--- config.mk ---
export PLATFORM = sky130hd
export DESIGN_NAME = rx_sequence_gap_tracker_core
export DESIGN_NICKNAME = d
export VERILOG_FILES = /design/src/hw/rtl/rsgt_pkg.sv /design/src/hw/rtl/rsgt_queue.sv /design/src/hw/rtl/rsgt_front.sv /design/src/hw/rtl/rsgt_back.sv /design/src/hw/rtl/rx_sequence_gap_tracker_core.sv
export SDC_FILE = /design/constraint.sdc
export NUM_CORES = 1
export LEC_CHECK = 0
export ABC_AREA = 0
export BUFFER_PORTS_ARGS = -buffer_cell sky130_fd_sc_hd__buf_2
export CAP_MARGIN = 20
export CELL_PAD_IN_SITES_DETAIL_PLACEMENT = 1
export CELL_PAD_IN_SITES_GLOBAL_PLACEMENT = 1
export CORE_MARGIN = 2
export CORE_UTILIZATION = 48
export CTS_BUF_LIST = sky130_fd_sc_hd__clkbuf_16
export CTS_CLUSTER_DIAMETER = 50
export CTS_CLUSTER_SIZE = 28
export DETAILED_ROUTE_END_ITERATION = 7
export GPL_ROUTABILITY_DRIVEN = 0
export PLACE_DENSITY_LB_ADDON = 0.1
export SLEW_MARGIN = 20
export SYNTH_ARGS = -nofsm -noshare
export SYNTH_HDL_FRONTEND = slang
export SYNTH_SLANG_ARGS = --single-unit
--- constraint.sdc ---
create_clock -name i_clk -period 7.01 [get_ports i_clk]
set_clock_uncertainty 0.1 [all_clocks]
set_input_delay 0.3505 -clock i_clk [delete_from_list [all_inputs] [get_ports i_clk]]
set_output_delay 0.3505 -clock i_clk [all_outputs]
set_load 0.02 [all_outputs]
--- src/hw/rtl/rsgt_pkg.sv ---
//------------------------------------------------------------------------------
// rsgt_pkg: shared types and constants of the receive sequence gap tracker.
// Holds the word formats of both channels, the descriptor handed from the
// front end to the back end, result kinds, tone codes and register indexes.
//------------------------------------------------------------------------------
package rsgt_pkg;

    // Default values of the top level parameters.
    localparam int MAX_MARKERS_DEF = 15;
    localparam int COUNT_WIDTH_DEF = 32;
    localparam int QUEUE_DEPTH_DEF = 4;

    // Width of a marker count; the conceal limit register is four bits wide.
    localparam int MARK_W = 4;

    // Configuration port geometry.
    localparam int CFG_IDX_W  = 3;
    localparam int CFG_DATA_W = 16;

    // Repeat suppression window in milliseconds.
    localparam logic [31:0] REPEAT_WINDOW_MS = 32'd1000;

    // Sequence difference that marks a duplicate (same number again).
    localparam logic [7:0] SEQ_DUP = 8'hFF;

    // Register indexes of the configuration port.
    localparam logic [CFG_IDX_W-1:0] REG_OWN_NODE_ID     = 3'd0;
    localparam logic [CFG_IDX_W-1:0] REG_AUDIO_MAGIC     = 3'd1;
    localparam logic [CFG_IDX_W-1:0] REG_CONTROL_MAGIC   = 3'd2;
    localparam logic [CFG_IDX_W-1:0] REG_AUDIO_LENGTH    = 3'd3;
    localparam logic [CFG_IDX_W-1:0] REG_CONTROL_LENGTH  = 3'd4;
    localparam logic [CFG_IDX_W-1:0] REG_MAX_CONCEAL     = 3'd5;
    localparam logic [CFG_IDX_W-1:0] REG_CALL_STATE_CODE = 3'd6;
    localparam logic [CFG_IDX_W-1:0] REG_BEEP_CODE       = 3'd7;

    // Register reset values.
    localparam logic [MARK_W-1:0] MAX_CONCEAL_RST = 4'd2;
    localparam logic [7:0]        BEEP_CODE_RST   = 8'd1;

    // Kind of one result word.
    typedef enum logic [2:0] {
        KIND_LOST      = 3'd0,
        KIND_DELIVERED = 3'd1,
        KIND_DUPLICATE = 3'd2,
        KIND_QDROP     = 3'd3,
        KIND_CONTROL   = 3'd4,
        KIND_REPEAT    = 3'd5,
        KIND_IGNORED   = 3'd6,
        KIND_MODE      = 3'd7
    } t_kind;

    // Tone request codes.
    typedef enum logic [1:0] {
        TONE_NONE      = 2'd0,
        TONE_CONNECTED = 2'd1,
        TONE_IDLE      = 2'd2,
        TONE_YOUR_TURN = 2'd3
    } t_tone;

    // Input word: one packet header or a mode change.
    typedef struct packed {
        logic        action;
        logic [7:0]  packet_length;
        logic [7:0]  lead_byte;
        logic [15:0] source_id;
        logic [7:0]  seq_or_type;
        logic [7:0]  control_arg;
        logic [31:0] time_ms;
        logic        queue_full;
    } t_in_word;

    // Result word.
    typedef struct packed {
        t_kind       kind;
        logic        last;
        t_tone       tone_request;
        logic        in_call;
        logic [31:0] received_count;
        logic [31:0] lost_count;
        logic [31:0] dropped_count;
    } t_out_word;

    // Classified item: final result plus the number of lost markers before it.
    typedef struct packed {
        t_kind              kind;
        t_tone              tone;
        logic [MARK_W-1:0]  markers;
        logic               in_call;
        logic [31:0]        received_count;
        logic [31:0]        lost_count;
        logic [31:0]        dropped_count;
    } t_desc;

endpackage

--- src/hw/rtl/rsgt_queue.sv ---
//------------------------------------------------------------------------------
// rsgt_queue: short descriptor queue between front end and back end.
// Register based, first in first out, head always visible on the read side.
//------------------------------------------------------------------------------
module rsgt_queue #(
    parameter int DEPTH = rsgt_pkg::QUEUE_DEPTH_DEF
) (
    input  logic           i_clk,
    input  logic           i_rst_n,
    input  logic           i_wr,
    input  rsgt_pkg::t_desc i_wdata,
    output logic           o_full,
    input  logic           i_rd,
    output logic           o_valid,
    output rsgt_pkg::t_desc o_rdata
);

    localparam int PW = (DEPTH > 1) ? $clog2(DEPTH) : 1;
    localparam int CW = $clog2(DEPTH + 1);
    localparam logic [PW-1:0] LAST_PTR = PW'(DEPTH - 1);

    rsgt_pkg::t_desc r_mem [DEPTH];
    logic [PW-1:0]   r_wptr;
    logic [PW-1:0]   r_rptr;
    logic [CW-1:0]   r_count;
    logic            do_wr;
    logic            do_rd;

    assign o_full  = (r_count == CW'(DEPTH));
    assign o_valid = (r_count != '0);
    assign o_rdata = r_mem[r_rptr];
    assign do_wr   = i_wr && !o_full;
    assign do_rd   = i_rd && o_valid;

    // Entry storage; no reset needed for payload.
    always_ff @(posedge i_clk) begin
        if (do_wr) begin
            r_mem[r_wptr] <= i_wdata;
        end
    end

    // Pointers and fill count.
    always_ff @(posedge i_clk) begin
        if (!i_rst_n) begin
            r_wptr  <= '0;
            r_rptr  <= '0;
            r_count <= '0;
        end else begin
            if (do_wr) begin
                r_wptr <= (r_wptr == LAST_PTR) ? '0 : r_wptr + PW'(1);
            end
            if (do_rd) begin
                r_rptr <= (r_rptr == LAST_PTR) ? '0 : r_rptr + PW'(1);
            end
            if (do_wr && !do_rd) begin
                r_count <= r_count + CW'(1);
            end else if (do_rd && !do_wr) begin
                r_count <= r_count - CW'(1);
            end
        end
    end

endmodule

--- src/hw/rtl/rsgt_front.sv ---
//------------------------------------------------------------------------------
// rsgt_front: configuration registers, item classification and state update.
// Each accepted word is classified, the tracker state and the counters are
// updated, and one descriptor is written to the queue.
//------------------------------------------------------------------------------
module rsgt_front #(
    parameter int MAX_MARKERS = rsgt_pkg::MAX_MARKERS_DEF,
    parameter int COUNT_WIDTH = rsgt_pkg::COUNT_WIDTH_DEF
) (
    input  logic                            i_clk,
    input  logic                            i_rst_n,
    input  logic                            i_push,
    input  rsgt_pkg::t_in_word              i_word,
    output logic                            o_full,
    input  logic                            i_cfg_valid,
    output logic                            o_cfg_ready,
    input  logic [rsgt_pkg::CFG_IDX_W-1:0]  i_cfg_index,
    input  logic [rsgt_pkg::CFG_DATA_W-1:0] i_cfg_data,
    output logic                            o_q_wr,
    output rsgt_pkg::t_desc                 o_q_wdata,
    input  logic                            i_q_full
);

    localparam int CW = COUNT_WIDTH;
    localparam int MW = rsgt_pkg::MARK_W;
    localparam logic [7:0] MAX_MARKERS_B = 8'(MAX_MARKERS);

    // Configuration registers.
    logic [15:0]   r_own_node_id;
    logic [7:0]    r_audio_magic;
    logic [7:0]    r_control_magic;
    logic [7:0]    r_audio_length;
    logic [7:0]    r_control_length;
    logic [MW-1:0] r_max_conceal;
    logic [7:0]    r_call_state_code;
    logic [7:0]    r_beep_code;

    // Tracker state and its next values.
    logic          r_have_seq,  n_have_seq;
    logic [7:0]    r_prev_seq,  n_prev_seq;
    logic [15:0]   r_talker,    n_talker;
    logic [CW-1:0] r_received,  n_received;
    logic [CW-1:0] r_lost,      n_lost;
    logic [CW-1:0] r_dropped,   n_dropped;
    logic          r_call,      n_call;
    logic [7:0]    r_prior_type, n_prior_type;
    logic [7:0]    r_prior_arg,  n_prior_arg;
    logic [31:0]   r_prior_time, n_prior_time;

    logic          accept;
    logic          is_control;
    logic          is_audio;
    logic          is_repeat;
    logic [31:0]   time_diff;
    logic          same_talker;
    logic [7:0]    gap;
    logic          is_dup;
    logic          in_limit;
    rsgt_pkg::t_kind kind;
    rsgt_pkg::t_tone tone;
    logic [MW-1:0] markers;
    logic [63:0]   recv_ext;
    logic [63:0]   lost_ext;
    logic [63:0]   drop_ext;

    assign o_cfg_ready = 1'b1;
    assign o_full      = i_q_full;
    assign accept      = i_push && !i_q_full;

    // Format and repeat checks.
    assign is_control  = (i_word.packet_length == r_control_length) &&
                         (i_word.lead_byte == r_control_magic);
    assign is_audio    = (i_word.packet_length == r_audio_length) &&
                         (i_word.lead_byte == r_audio_magic);
    assign time_diff   = i_word.time_ms - r_prior_time;
    assign is_repeat   = (i_word.seq_or_type == r_prior_type) &&
                         (i_word.control_arg == r_prior_arg) &&
                         (time_diff < rsgt_pkg::REPEAT_WINDOW_MS);

    // Sequence tracking: a different talker forgets the sequence.
    assign same_talker = r_have_seq && (i_word.source_id == r_talker);
    assign gap         = i_word.seq_or_type - r_prev_seq - 8'd1;
    assign is_dup      = same_talker && (gap == rsgt_pkg::SEQ_DUP);
    assign in_limit    = (gap != 8'd0) && (gap <= {4'b0, r_max_conceal}) &&
                         (gap <= MAX_MARKERS_B);

    // Next state and descriptor content.
    always_comb begin
        n_have_seq   = r_have_seq;
        n_prev_seq   = r_prev_seq;
        n_talker     = r_talker;
        n_received   = r_received;
        n_lost       = r_lost;
        n_dropped    = r_dropped;
        n_call       = r_call;
        n_prior_type = r_prior_type;
        n_prior_arg  = r_prior_arg;
        n_prior_time = r_prior_time;
        kind         = rsgt_pkg::KIND_IGNORED;
        tone         = rsgt_pkg::TONE_NONE;
        markers      = '0;

        if (i_word.action) begin
            n_have_seq = 1'b0;
            kind       = rsgt_pkg::KIND_MODE;
        end else if (i_word.source_id == r_own_node_id) begin
            kind = rsgt_pkg::KIND_IGNORED;
        end else if (is_control) begin
            if (is_repeat) begin
                kind = rsgt_pkg::KIND_REPEAT;
            end else begin
                kind         = rsgt_pkg::KIND_CONTROL;
                n_prior_type = i_word.seq_or_type;
                n_prior_arg  = i_word.control_arg;
                n_prior_time = i_word.time_ms;
                if (i_word.seq_or_type == r_call_state_code) begin
                    n_call = (i_word.control_arg != 8'd0);
                    tone   = n_call ? rsgt_pkg::TONE_CONNECTED : rsgt_pkg::TONE_IDLE;
                end else if (i_word.seq_or_type == r_beep_code) begin
                    tone = rsgt_pkg::TONE_YOUR_TURN;
                end
            end
        end else if (!is_audio) begin
            kind = rsgt_pkg::KIND_IGNORED;
        end else if (is_dup) begin
            n_dropped = r_dropped + CW'(1);
            kind      = rsgt_pkg::KIND_DUPLICATE;
        end else begin
            n_have_seq = 1'b1;
            n_prev_seq = i_word.seq_or_type;
            n_talker   = i_word.source_id;
            n_received = r_received + CW'(1);
            if (same_talker) begin
                n_lost = r_lost + CW'(gap);
                if (in_limit) begin
                    markers = gap[MW-1:0];
                end
            end
            if (i_word.queue_full) begin
                n_dropped = r_dropped + CW'(1);
                kind      = rsgt_pkg::KIND_QDROP;
            end else begin
                kind = rsgt_pkg::KIND_DELIVERED;
            end
        end
    end

    // Counters as seen on the result ports.
    assign recv_ext = 64'(n_received);
    assign lost_ext = 64'(n_lost);
    assign drop_ext = 64'(n_dropped);

    always_comb begin
        o_q_wdata.kind           = kind;
        o_q_wdata.tone           = tone;
        o_q_wdata.markers        = markers;
        o_q_wdata.in_call        = n_call;
        o_q_wdata.received_count = recv_ext[31:0];
        o_q_wdata.lost_count     = lost_ext[31:0];
        o_q_wdata.dropped_count  = drop_ext[31:0];
    end

    assign o_q_wr = accept;

    // Configuration and tracker state registers.
    always_ff @(posedge i_clk) begin
        if (!i_rst_n) begin
            r_own_node_id     <= '0;
            r_audio_magic     <= '0;
            r_control_magic   <= '0;
            r_audio_length    <= '0;
            r_control_length  <= '0;
            r_max_conceal     <= rsgt_pkg::MAX_CONCEAL_RST;
            r_call_state_code <= '0;
            r_beep_code       <= rsgt_pkg::BEEP_CODE_RST;
            r_have_seq        <= 1'b0;
            r_prev_seq        <= '0;
            r_talker          <= '0;
            r_received        <= '0;
            r_lost            <= '0;
            r_dropped         <= '0;
            r_call            <= 1'b0;
            r_prior_type      <= '0;
            r_prior_arg       <= '0;
            r_prior_time      <= '0;
        end else begin
            if (i_cfg_valid) begin
                unique case (i_cfg_index)
                    rsgt_pkg::REG_OWN_NODE_ID:     r_own_node_id     <= i_cfg_data;
                    rsgt_pkg::REG_AUDIO_MAGIC:     r_audio_magic     <= i_cfg_data[7:0];
                    rsgt_pkg::REG_CONTROL_MAGIC:   r_control_magic   <= i_cfg_data[7:0];
                    rsgt_pkg::REG_AUDIO_LENGTH:    r_audio_length    <= i_cfg_data[7:0];
                    rsgt_pkg::REG_CONTROL_LENGTH:  r_control_length  <= i_cfg_data[7:0];
                    rsgt_pkg::REG_MAX_CONCEAL:     r_max_conceal     <= i_cfg_data[MW-1:0];
                    rsgt_pkg::REG_CALL_STATE_CODE: r_call_state_code <= i_cfg_data[7:0];
                    rsgt_pkg::REG_BEEP_CODE:       r_beep_code       <= i_cfg_data[7:0];
                    default: ;
                endcase
            end
            if (accept) begin
                r_have_seq   <= n_have_seq;
                r_prev_seq   <= n_prev_seq;
                r_talker     <= n_talker;
                r_received   <= n_received;
                r_lost       <= n_lost;
                r_dropped    <= n_dropped;
                r_call       <= n_call;
                r_prior_type <= n_prior_type;
                r_prior_arg  <= n_prior_arg;
                r_prior_time <= n_prior_time;
            end
        end
    end

endmodule

--- src/hw/rtl/rsgt_back.sv ---
//------------------------------------------------------------------------------
// rsgt_back: expands one descriptor into its result words.
// Emits the lost markers first, then the final word of the item, one word
// per cycle while the output register, which the consumer pops, has room.
//------------------------------------------------------------------------------
module rsgt_back (
    input  logic               i_clk,
    input  logic               i_rst_n,
    input  logic               i_q_valid,
    input  rsgt_pkg::t_desc    i_q_rdata,
    output logic               o_q_rd,
    output logic               o_empty,
    input  logic               i_pop,
    output rsgt_pkg::t_out_word o_word
);

    localparam int MW = rsgt_pkg::MARK_W;

    rsgt_pkg::t_out_word r_out;
    logic                r_out_valid;
    logic [MW-1:0]       r_sent;
    logic                slot_free;
    logic                emit;
    logic                emit_marker;
    rsgt_pkg::t_out_word next_word;

    assign o_empty     = !r_out_valid;
    assign o_word      = r_out;
    assign slot_free   = !r_out_valid || i_pop;
    assign emit        = i_q_valid && slot_free;
    assign emit_marker = (r_sent != i_q_rdata.markers);
    assign o_q_rd      = emit && !emit_marker;

    // Build the next word from the queue head.
    always_comb begin
        next_word.in_call        = i_q_rdata.in_call;
        next_word.received_count = i_q_rdata.received_count;
        next_word.lost_count     = i_q_rdata.lost_count;
        next_word.dropped_count  = i_q_rdata.dropped_count;
        if (emit_marker) begin
            next_word.kind         = rsgt_pkg::KIND_LOST;
            next_word.last         = 1'b0;
            next_word.tone_request = rsgt_pkg::TONE_NONE;
        end else begin
            next_word.kind         = i_q_rdata.kind;
            next_word.last         = 1'b1;
            next_word.tone_request = i_q_rdata.tone;
        end
    end

    // Output payload register.
    always_ff @(posedge i_clk) begin
        if (emit) begin
            r_out <= next_word;
        end
    end

    // Output valid flag and marker counter.
    always_ff @(posedge i_clk) begin
        if (!i_rst_n) begin
            r_out_valid <= 1'b0;
            r_sent      <= '0;
        end else begin
            if (emit) begin
                r_out_valid <= 1'b1;
            end else if (i_pop) begin
                r_out_valid <= 1'b0;
            end
            if (emit) begin
                r_sent <= emit_marker ? r_sent + MW'(1) : '0;
            end
        end
    end

endmodule

--- src/hw/rtl/rx_sequence_gap_tracker_core.sv ---
//------------------------------------------------------------------------------
// rx_sequence_gap_tracker_core: receive header tracker with gap concealment.
// The front end takes one word per cycle while the descriptor queue has room;
// every word produces one result word plus up to fifteen lost markers ahead of
// an audio item. The back end emits one result word per cycle, while the
// output register is empty or being popped, so an item yields 1 to 1+markers
// words (at most 16); that back-end word rate sets the sustained throughput,
// and the queue of QUEUE_DEPTH descriptors absorbs bursts in between.
//------------------------------------------------------------------------------
module rx_sequence_gap_tracker_core #(
    parameter int MAX_MARKERS = rsgt_pkg::MAX_MARKERS_DEF,
    parameter int COUNT_WIDTH = rsgt_pkg::COUNT_WIDTH_DEF,
    parameter int QUEUE_DEPTH = rsgt_pkg::QUEUE_DEPTH_DEF
) (
    input  logic                            i_clk,
    input  logic                            i_rst_n,
    input  logic                            i_push,
    input  rsgt_pkg::t_in_word              i_word,
    output logic                            o_full,
    output logic                            o_empty,
    input  logic                            i_pop,
    output rsgt_pkg::t_out_word             o_word,
    input  logic                            i_cfg_valid,
    output logic                            o_cfg_ready,
    input  logic [rsgt_pkg::CFG_IDX_W-1:0]  i_cfg_index,
    input  logic [rsgt_pkg::CFG_DATA_W-1:0] i_cfg_data
);

    logic            q_wr;
    rsgt_pkg::t_desc q_wdata;
    logic            q_full;
    logic            q_rd;
    logic            q_valid;
    rsgt_pkg::t_desc q_rdata;

    // Classification and state update.
    rsgt_front #(
        .MAX_MARKERS (MAX_MARKERS),
        .COUNT_WIDTH (COUNT_WIDTH)
    ) u_front (
        .i_clk       (i_clk),
        .i_rst_n     (i_rst_n),
        .i_push      (i_push),
        .i_word      (i_word),
        .o_full      (o_full),
        .i_cfg_valid (i_cfg_valid),
        .o_cfg_ready (o_cfg_ready),
        .i_cfg_index (i_cfg_index),
        .i_cfg_data  (i_cfg_data),
        .o_q_wr      (q_wr),
        .o_q_wdata   (q_wdata),
        .i_q_full    (q_full)
    );

    // Descriptor queue between the two halves.
    rsgt_queue #(
        .DEPTH (QUEUE_DEPTH)
    ) u_queue (
        .i_clk   (i_clk),
        .i_rst_n (i_rst_n),
        .i_wr    (q_wr),
        .i_wdata (q_wdata),
        .o_full  (q_full),
        .i_rd    (q_rd),
        .o_valid (q_valid),
        .o_rdata (q_rdata)
    );

    // Result word generation.
    rsgt_back u_back (
        .i_clk     (i_clk),
        .i_rst_n   (i_rst_n),
        .i_q_valid (q_valid),
        .i_q_rdata (q_rdata),
        .o_q_rd    (q_rd),
        .o_empty   (o_empty),
        .i_pop     (i_pop),
        .o_word    (o_word)
    );

endmodule
# Yosys cells after proc, flatten, opt, wreduce, memory -nomap -nowiden
# Memories as Yosys holds them, arrays and structs flattened. A register that Yosys moved wholly into a read port is not among the register bits.
# Index checks and enable logic that the tools add are counted.
# op_classes
div	0
n_mul	0
add_sub_neg	11
n_reduce_logical	39
mux	60
bitwise	5
magnitude_cmp	3
eq_ne	25
shift	0
# ops
operator	n
32-bit 2-to-1 mux	17
32-bit by 1-bit adder with 32-bit output, second input constant	2
8-bit == test	8
32-bit by 8-bit adder with 32-bit output	1
16-bit == test	2
32-bit by 10-bit less-than comparator with 1-bit output, second input constant	1
4-bit 2-to-1 mux	8
32-bit subtractor	1
2-bit 2-to-1 mux	12
3-bit 2-to-1 mux	8
2-bit AND reduction	8
8-bit nonzero test	2
3-bit == test, second input constant	5
1-bit logical AND	15
1-bit 2-to-1 mux	15
5-bit AND reduction	2
8-bit == test, second input constant	1
8-bit by 4-bit less-or-equal comparator with 1-bit output	1
8-bit by 4-bit less-or-equal comparator with 1-bit output, second input constant	1
8-bit by 1-bit subtractor with 8-bit output, second input constant	1
8-bit subtractor	1
3-bit by 2-bit == test with 1-bit output, second input constant	2
2-bit inequality test, second input constant	3
6-bit AND reduction	1
13 further kinds	25
# totals
mem_bits_rw	424
inputBits	106
wordCells	174
ff_bits	353
romBits	0
latch_bits	0
n_memories	1
out_inout_bits	106
# memory_table
name	depth	word_bits	read_ports	rd_clocked_by_memory_dff	write_ports	line	source
u_queue.r_mem	4	106	1	1	1	rsgt_queue.sv:22	rsgt_pkg::t_desc r_mem [DEPTH];

# Depth between registers and ports, before layout
# Gate-level depths: netlist of run 1.
# logic_depth
depth_word	12
ltp_mapped	19
depth_no_buf	18

# By module
# Synthesis of run 1 repeated with hierarchy kept, for this count alone.
# unflattened
cells_unflattened	2831
hier_area_um2	34643.2
# by_module_without_submodules
mod	area_per_inst_um2	n_inst	cells_per_inst	seq_area_each_um2
rsgt_queue	15763.9	1	605	12912.4
rsgt_front	15459.8	1	2083	4764.6
rsgt_back	3419.5	1	143	3193.1

# Least setup slack after synthesis of run 1
# No wires, ideal clock.
# synth_timing
kind	reg-to-reg
startpoint	register u_queue.r_count[0]
endpoint	memory u_queue.r_mem[0][0] (netlist bit) (enable)
t_arrival_ps	3913
setup_time_ps	477
period_less_slack_ps	4490
path_stages_with_launch	7
path_slack_ps	2520
required_time_ps	6433
path_buffers	2
cell_sequence	dfxtp_1 nor3b_1 nand2b_1 clkinv_1 clkbuf_1 clkbuf_1 and2_1
# synth_via
elab_chain_len	6
# synth_lines
element	line	source
start, declared	rsgt_queue.sv:25	logic [CW-1:0] r_count;
start signal, assigned	rsgt_queue.sv:56	r_count <= r_count + CW'(1);
start signal, assigned	rsgt_queue.sv:58	r_count <= r_count - CW'(1);
3-bit == test	rsgt_queue.sv:29	assign o_full = (r_count == CW'(DEPTH));
net o_full	rx_sequence_gap_tracker_core.sv:19	output logic o_full,
1-bit zero test	rsgt_front.sv:68	assign accept = i_push && !i_q_full;
1-bit logical AND	rsgt_front.sv:68	
net q_wr	rx_sequence_gap_tracker_core.sv:29	logic q_wr;
1-bit logical AND	rsgt_queue.sv:32	assign do_wr = i_wr && !o_full;
1-bit 2-to-1 mux	rsgt_queue.sv:37	if (do_wr) begin
1-bit 2-to-1 mux (implied by the code)	rsgt_queue.sv:38	r_mem[r_wptr] <= i_wdata;
end, declared	rsgt_queue.sv:22	
# The timed path passes the listed nets, and every way through them passes these cells.

# Worst setup path after layout of run 1
# layout_timing
startpoint	register u_front.r_audio_magic[5]
endpoint	register u_front.r_lost[27]
# layout_via
elab_chain_len	6
# layout_lines
element	line	source
start, declared	rsgt_front.sv:30	logic [7:0] r_audio_magic;
start signal, assigned	rsgt_front.sv:190	rsgt_pkg::REG_AUDIO_MAGIC: r_audio_magic <= i_cfg_data[7:0];
8-bit == test	rsgt_front.sv:74	(i_word.lead_byte == r_audio_magic);
1-bit logical AND	rsgt_front.sv:73	assign is_audio = (i_word.packet_length == r_audio_length) &&
32-bit 2-to-1 mux	rsgt_front.sv:123	end else if (!is_audio) begin
32-bit 2-to-1 mux	rsgt_front.sv:108	end else if (is_control) begin
32-bit 2-to-1 mux	rsgt_front.sv:106	end else if (i_word.source_id == r_own_node_id) begin
32-bit 2-to-1 mux	rsgt_front.sv:103	if (i_word.action) begin
end signal, assigned	rsgt_front.sv:205	r_lost <= n_lost;
end, declared	rsgt_front.sv:43	logic [CW-1:0] r_lost, n_lost;
# Every way passes these cells.
# A chain may end at the register's enable or synchronous reset.

==> run metrics, run 1 <==
Worst Hold Path EP=u_front.r_prior_time[3]; Core ar.=71500 um^2; Rows=98; post-DR wirelength/cell=21.6 um; Die ar.=74300 um^2; worst setup margin=2.06 ns; initial antenna violation count=0; global-route usage over all layers=23.9%; TNS Setup=0 ns; DR iter-0 viols=1408; critical path type=reg2reg; number of synthesized flops with an enable pin=527; Power Dens Cells=~320 nW/um^2; slew of the pin with the lowest slew margin=1.07 ns; n_diodes=0; FF/Latch Area=around 21000 um^2; H-tree depth=3; Hold Slack=about 0.13 ns; Post-CTS Setup Inserts=0; clk buf depth=3; Worst path top cell family by delay=simple AND/OR/NAND/NOR gates; Die Ht=273 um; fin crit period=4.95 ns; global-route wire length before repair=140000 um; CP max-delay cell=nor4_1; Final ANT Viol Nets=0; TritonCTS Buffers=86; CP peak stage delay=0.69 ns; DR DRC count=0; Cell variety after synth=80; FF-to-FF End=u_front.r_lost[27]; WP buf/inv=2; Setup-failing EPs final=0; Layout fillers=7305; Reg2Reg Setup Slack=2.06 ns; Worst-Skew Late Latency=0.66 ns; critical path launch point type=flop; routed vias/inst=approximately 5.7; final core occ=56.6%; hold path depth=3; layout cell share with drive strength beyond 1=17.2%; port bufs=210; RSZ-0062 raised after global routing=false; HPWL Detailed=57100 um; Critical Path AT=5.43 ns; Rel. slew slack=28.7%; Mapped Nets=2975; Initial Util=48.5%; maximum vdd ir drop=246 uV; Area Overhead vs Synth=16.8%; crit path max fanout=14; final hold vios=0; Post-synth ARST share=0%; register bit total from synthesis=about 800; CTS root buf=clkbuf_16; Final Cycle Share=70.6%; Nets=3236; top cell type's share of synthesized area=45.7%; commonest non-fill, non-tap cell in the layout=edfxtp_1; drt total wl=88500 um; Synth area leaders=edfxtp_1, dfxtp_1, mux4_2, nand2_1, xnor2_1; worst hold-check path type=in2reg; clock-pin slew on the worst setup and hold paths=0.07 ns; die width=273 um; grt ovf=0; Pre-antenna DRT Iters=5; share of the yosys chip area belonging to registers=around three fifths; worst min-delay path startpoint=i_rst_n; CP required=7.49 ns; Critical Path End Type=flop; Cell Area, Synth=between 30000 and 40000 um^2; CTS tree=yes; # clock sinks=779; largest net degree at the start of global routing=91; detailed-route via count=around 23000; outcome=completed; final slew viol count=0; Avg Synthesized Cell Area=around 12 um^2; I/O pin total=212; Achievable Freq=between 0.2 and 0.25 GHz; max cap viols=0; multi-input logic area=between 10000 and 15000 um^2; Mapped Cells=2808; ys flop type=edfxtp_1; dpl ws=1.91 ns; worst path cell trace=xnor2_1 > nand4_1 > nor4_1 > nor4b_2 > buf_4 > clkinv_1 > nor2_1 > a21boi_1 > nand3_1 > or4_1 > a21oi_1; Syn. warnings=0; Leakage Power=14.0 nW; commonest cells after routing, fill and taps aside=edfxtp_1, nand2_1, dfxtp_1, buf_2, a21oi_1; leading area contributor after synthesis=edfxtp_1; path depth of the worst reg2reg path=11; vias in the first global route=25000; r2r startpoint=u_front.r_audio_magic[5]
==> cells in the mapped netlist, drive strengths merged, types with 5 or more instances <==
cell	n
a21oi	178
clkbuf	116
nand4	58
nand3	69
nor4	40
or4	29
mux2	7
nor2b	16
o21a	13
xor2	99
nor2	151
nor3	47
o211ai	7
buf	26
and2	14
nand4b	7
mux2i	63
o41ai	6
inv	81
xnor2	157
or3	26
o21ba	6
and4	5
mux4	106
o31ai	21
o21ai	66
and3	16
o21bai	8
ha	58
nand2	415
edfxtp	527
nand2b	25
dfxtp	252
or2	7
a21o	14
a2111oi	5
o311ai	7
==> how the worst max path moves through the flow <==
stage / cells after the start / start / to / slack, ns
2_1_floorplan: 6 / u_queue.r_count[0] / u_queue.r_mem[0][0] / 2.52
3_3_place_gp: 12 / i_word[68] / u_front.r_lost[27] / 2.09
3_5_place_dp: 12 / i_word[68] / u_front.r_lost[27] / 1.91
4_1_cts: 11 / u_front.r_audio_magic[3] / u_front.r_lost[27] / 2.02
5_1_grt: 11 / u_front.r_audio_magic[5] / u_queue.r_mem[2][49] / 1.67
6_report: 11 / u_front.r_audio_magic[5] / u_front.r_lost[27] / 2.06
==> sequential cells by signal (all words and copies together) (netlist names), 16 cells and up, named ones only <==
signal and cells:
u_queue.r_mem 424, u_back.o_word 103, u_front.r_dropped 32, u_front.r_lost 32
u_front.r_prior_time 32, u_front.r_received 32, u_front.r_own_node_id 16, u_front.r_talker 16
==> area by class of cell <==
type	instances	share of cell area [%]
clock buffers	86	5.32
multi-input cells	1803	32.0
repair buffers	315	5.08
well taps	950	2.94
clock inverters	76	2.25
inverters	84	0.798
flip-flops and latches	779	51.6
==> power by group <==
part	leakage (nW)	switching, W	internal (W)
registers	7.20	0.000212	0.00565
clock network	1.49	0.00218	0.00253
logic	5.32	0.00148	0.000724
total	14.0	0.00387	0.00890
==> through the flow <==
step                      power [W]  std cells  cell area [um^2]
after floorplan             0.00734       2808             34600
after global placement      0.00809       3848             36500
after detailed placement    0.00818       3848             36500
after CTS                    0.0129       4092             40400
after global routing         0.0133       4093             40400
final                        0.0128       4093             40400
==> routing by layer <==
layer | vias up | routed length, um | GRT usage [%]
met1 | 11900 | 38000 | 30.5
met5 | - | 0 | 0
met3 | 92 | 3520 | 3.33
met2 | 426 | 45700 | 43.0
li1 | 10800 | - | -
met4 | 0 | 1280 | 5.49
==> kinds of logic (layout without fill, tap and decap cells) <==
group           Yosys count  in the layout  synth area share [%]
other cells               1              1                0.0108
compound gates          371            371                  6.63
buf+inv                 226            561                  2.56
xor+xnor                256            256                  6.47
simple gates            938            938                  12.9
flops                   779            779                  60.3
mux                     176            176                  8.94
fa+ha+maj                61             61                  2.27
==> worst min-delay path: stages <==
cell	delay [ns]
buf_4	0.28
nand2_1	0.14
mux2i_1	0.06
==> what timing repair did <==
action | in CTS | in global routing
hold endpoints to repair | 137 | 0
hold buffers | 82 | 0
resized for setup | 0 | 0
Note: power is estimated with default switching activity, not from simulation.
==> inputs of run 2 (changes only) <==
--- a/config.mk
+++ b/config.mk
@@ -5,13 +5,13 @@
 export SDC_FILE = /design/constraint.sdc
 export NUM_CORES = 1
 export LEC_CHECK = 0
-export ABC_AREA = 0
+export ABC_AREA = 1
 export BUFFER_PORTS_ARGS = -buffer_cell sky130_fd_sc_hd__buf_2
 export CAP_MARGIN = 20
 export CELL_PAD_IN_SITES_DETAIL_PLACEMENT = 1
 export CELL_PAD_IN_SITES_GLOBAL_PLACEMENT = 1
 export CORE_MARGIN = 2
-export CORE_UTILIZATION = 48
+export CORE_UTILIZATION = 43
 export CTS_BUF_LIST = sky130_fd_sc_hd__clkbuf_16
 export CTS_CLUSTER_DIAMETER = 50
 export CTS_CLUSTER_SIZE = 28
==> constraint.sdc (replaced) <==
create_clock -name i_clk -period 4.2 [get_ports i_clk]
set_clock_uncertainty 0.1 [all_clocks]
set_input_delay 0.21 -clock i_clk [delete_from_list [all_inputs] [get_ports i_clk]]
set_output_delay 0.21 -clock i_clk [all_outputs]
set_load 0.02 [all_outputs]
==> run 2 against run 1 <==
Against the previous run:
- first-iteration DRC count is 1.8% lower
- total power increased by 90%
- die area rose by 15%
- critical path type unchanged
- worst setup slack worse by 1.7 ns
- non-clock buffer count is 23 higher
==> run metrics, run 2 <==
outcome=completed (unchanged); fin crit period=3.88 ns (was 4.95 ns); met3 usage=3.27% (was 3.33%); Mapped Nets=4143 (was 2975); Largest register FFs=424 (unchanged); Avg Synthesized Cell Area=9.02 um^2 (was 12.3 um^2); Synth top cells by count=nand2_1, nor2_1, edfxtp_1 (was edfxtp_1, nand2_1, dfxtp_1); HPWL Detailed=64200 um (was 57100 um); # clock sinks=779 (unchanged); share of the yosys chip area belonging to registers=58.2% (was 60.3%); grt ovf=0 (unchanged); Top Usage Layer GRT=met2 (unchanged); Pre-antenna DRT Iters=5 (unchanged); clock-pin slew on the worst setup and hold paths=0.07 ns (about the same); Syn. warnings=0 (unchanged); Finished Layout Cells=5408 (was 4093); critical path type=reg2reg (unchanged); Core ar.=82400 um^2 (was 71500 um^2); TNS Setup=0 ns (unchanged); max cap viols=0 (unchanged); Power Dens Cells=573 nW/um^2 (was 316 nW/um^2); Mapped Cells=3976 (was 2808); leading area contributor after synthesis=edfxtp_1 (unchanged); Achievable Freq=0.258 GHz (was 0.202 GHz); routed vias/inst=5.15 (was 5.67); Nets=4424 (was 3236); DR DRC count=0 (unchanged); Crit path top cell by count=inv_1; worst hold-check path type=in2reg (unchanged); Critical Path End Type=flop (unchanged); Cell Area, Synth=35900 um^2 (was 34600 um^2); M2 GR Usage=40.7% (was 43.0%); CTS tree=yes (unchanged); Hold Slack=0.0309 ns (was 0.134 ns); CP max-delay cell=fa_1 (was nor4_1); Rel. slew slack=27.7% (was 28.7%); dpl cells=5146 (was 3848); ys flop type=edfxtp_1 (unchanged); Worst-Skew Late Latency=0.67 ns (was 0.66 ns); DR iter-0 viols=1382 (was 1408); clk buf depth=3 (unchanged); port bufs=210 (unchanged); commonest non-fill, non-tap cell in the layout=nand2_1 (was edfxtp_1); Initial Util=43.5% (was 48.5%); largest net degree at the start of global routing=127 (was 91); Post-CTS Setup Inserts=0 (unchanged); I/O pin total=212 (unchanged); detailed-route via count=27800 (was 23200); Cell variety after synth=52 (was 80); Setup-failing EPs final=0 (unchanged); register bit total from synthesis=779 (unchanged); register name with the most flops=u_queue.r_mem (unchanged); top cell type's share of synthesized area=44.1% (was 45.7%); layout cell share with drive strength beyond 1=11.6% (was 17.2%); CTS root buf=clkbuf_16 (unchanged); global-route usage over all layers=23.1% (was 23.9%); maximum vdd ir drop=318 uV (was 246 uV); Die Ht=293 um (was 273 um); Final Cycle Share=92.4% (was 70.6%); final core occ=51.3% (was 56.6%); global-route wire length before repair=157000 um (was 140000 um); Synth area leaders=edfxtp_1, dfxtp_1, nand2_1, nor2_1, o21ai_0 (was edfxtp_1, dfxtp_1, mux4_2, nand2_1, xnor2_1); Post-synth ARST share=0% (unchanged); number of synthesized flops with an enable pin=527 (unchanged); initial antenna violation count=2 (was 0); critical path launch point type=flop (unchanged); TritonCTS Buffers=92 (was 86); worst path cell trace=inv_1 > ha_1 > inv_1 > fa_1 > nor3_1 > nand3b_1 > xnor2_1 > inv_1 > ha_1 > nand2_1 > o21ai_0 > nand2_1 > a21oi_1 > inv_1 > nor3_1 > nand3_1 > nand2_1 > nand2_1 > o21ai_0 > inv_1 (was xnor2_1 > nand4_1 > nor4_1 > nor4b_2 > buf_4 > clkinv_1 > nor2_1 > a21boi_1 > nand3_1 > or4_1 > a21oi_1); CP required=4.64 ns (was 7.49 ns); slew of the pin with the lowest slew margin=1.09 ns (was 1.07 ns); Leakage Power=17.7 nW (was 14.0 nW); die width=293 um (was 273 um); vias in the first global route=28600 (was 25000); drt total wl=99300 um (was 88500 um); RSZ-0062 raised after global routing=false (unchanged); Die ar.=85700 um^2 (was 74300 um^2); Area Overhead vs Synth=17.8% (was 16.8%); commonest cells after routing, fill and taps aside=nand2_1, nor2_1, edfxtp_1, inv_1, o21ai_0 (was edfxtp_1, nand2_1, dfxtp_1, buf_2, a21oi_1); final slew viol count=0 (unchanged); post-DR wirelength/cell=18.4 um (was 21.6 um); most frequent cell after synthesis=nand2_1 (was edfxtp_1); H-tree depth=3 (unchanged); CP peak stage delay=0.46 ns (was 0.69 ns); met1 Use GR=29.5% (was 30.5%); final hold vios=0 (unchanged); Rows=105 (was 98); crit path max fanout=5 (was 14); Final ANT Viol Nets=0 (unchanged); Critical Path AT=4.33 ns (was 5.43 ns)
[run 2: cell count changes after synthesis, moves of 97 or more]
| cell | before | now |
|---|---|---|
| nor2_1 | 150 | 607 |
| inv_1 | 81 | 506 |
| mux4_2 | 106 | 0 |
| o22ai_1 | 1 | 102 |
| nand2_1 | 414 | 711 |
| xnor2_1 | 157 | 60 |
| o21ai_0 | 65 | 397 |
[run 2: worst paths after layout]
path	startpoint	end	slack [ns]	depth (start not counted)
worst max-delay path	u_front.r_prev_seq[0]	u_front.r_lost[27]	0.32	20
worst min-delay path	i_cfg_index[2]	u_front.r_max_conceal[1]	0.03	4
worst max register to register	u_front.r_prev_seq[0]	u_front.r_lost[27]	0.32	20
worst min register to register	u_front.r_prev_seq[4]	u_front.r_prev_seq[4]	0.36	2
[run 2: per-layer routing]
metal / wire (um) / part of all wire, % / vias up
met5: 0 / 0 / -
met4: 2520 / 2.5 / 0
met3: 3350 / 3.4 / 149
met2: 49400 / 50 / 442
met1: 44000 / 44 / 13500
li1: - / - / 13800
[run 2: critical path, delay by kind of cell, from the launching register on]
family	cells	cell delay (ns)
XOR/XNOR	1	0.17
buffers and inverters	5	0.44
flip-flops	1	0.30
AO/OA/AOI/OAI	3	0.69
AND/OR/NAND/NOR	8	1.06
adder cells (fa/ha/maj)	3	0.99
[run 2: cell families after synthesis]
| group | Yosys count | synth area share [%] |
|---|---|---|
| adders and majority gates | 61 | 2.19 |
| DFF | 779 | 58.2 |
| AOI/OAI and AO/OA | 735 | 10.9 |
| xor gates and xnor gates | 114 | 2.78 |
| other | 1 | 0.0105 |
| and+or+nand+nor | 1619 | 18.7 |
| buffers and inverters | 667 | 7.22 |
[run 2: final cells by class]
cell class / instances / area, um^2
Clock buffer: 93 / 2330
Timing Repair Buffer: 338 / 2310
Fill cell: 9363 / 40100
Multi-Input combinational cell: 2530 / 12500
Antenna cell: 2 / 5.00
Sequential cell: 779 / 20900
Inverter: 516 / 1950
Clock inverter: 80 / 972
Tap cell: 1070 / 1340
[run 2: power breakdown]
group          total [W]  internal, W  switching [W]
Combinational    0.00513      0.00136        0.00378
Sequential        0.0106       0.0101       0.000533
Clock            0.00844      0.00469        0.00376
Total             0.0242       0.0161        0.00807
[run 2: metrics by stage]
| stage | power (W) | worst slack, ns | instance area [um^2] |
|---|---|---|---|
| detailed placement | 0.0159 | 0.288 | 38100 |
| global placement | 0.0158 | 0.318 | 38100 |
| CTS | 0.0245 | 0.252 | 42200 |
| floorplan | 0.0139 | -0.611 | 35900 |
| global route | 0.0254 | 0.0148 | 42200 |
| finish | 0.0242 | 0.318 | 42200 |
[run 2: repair_timing]
action                                  in CTS  in global routing
hold buffers                                87                  0
endpoints found under the hold margin      159                  0
endpoints found under the setup margin       0                 20
resized for setup                            0                  3
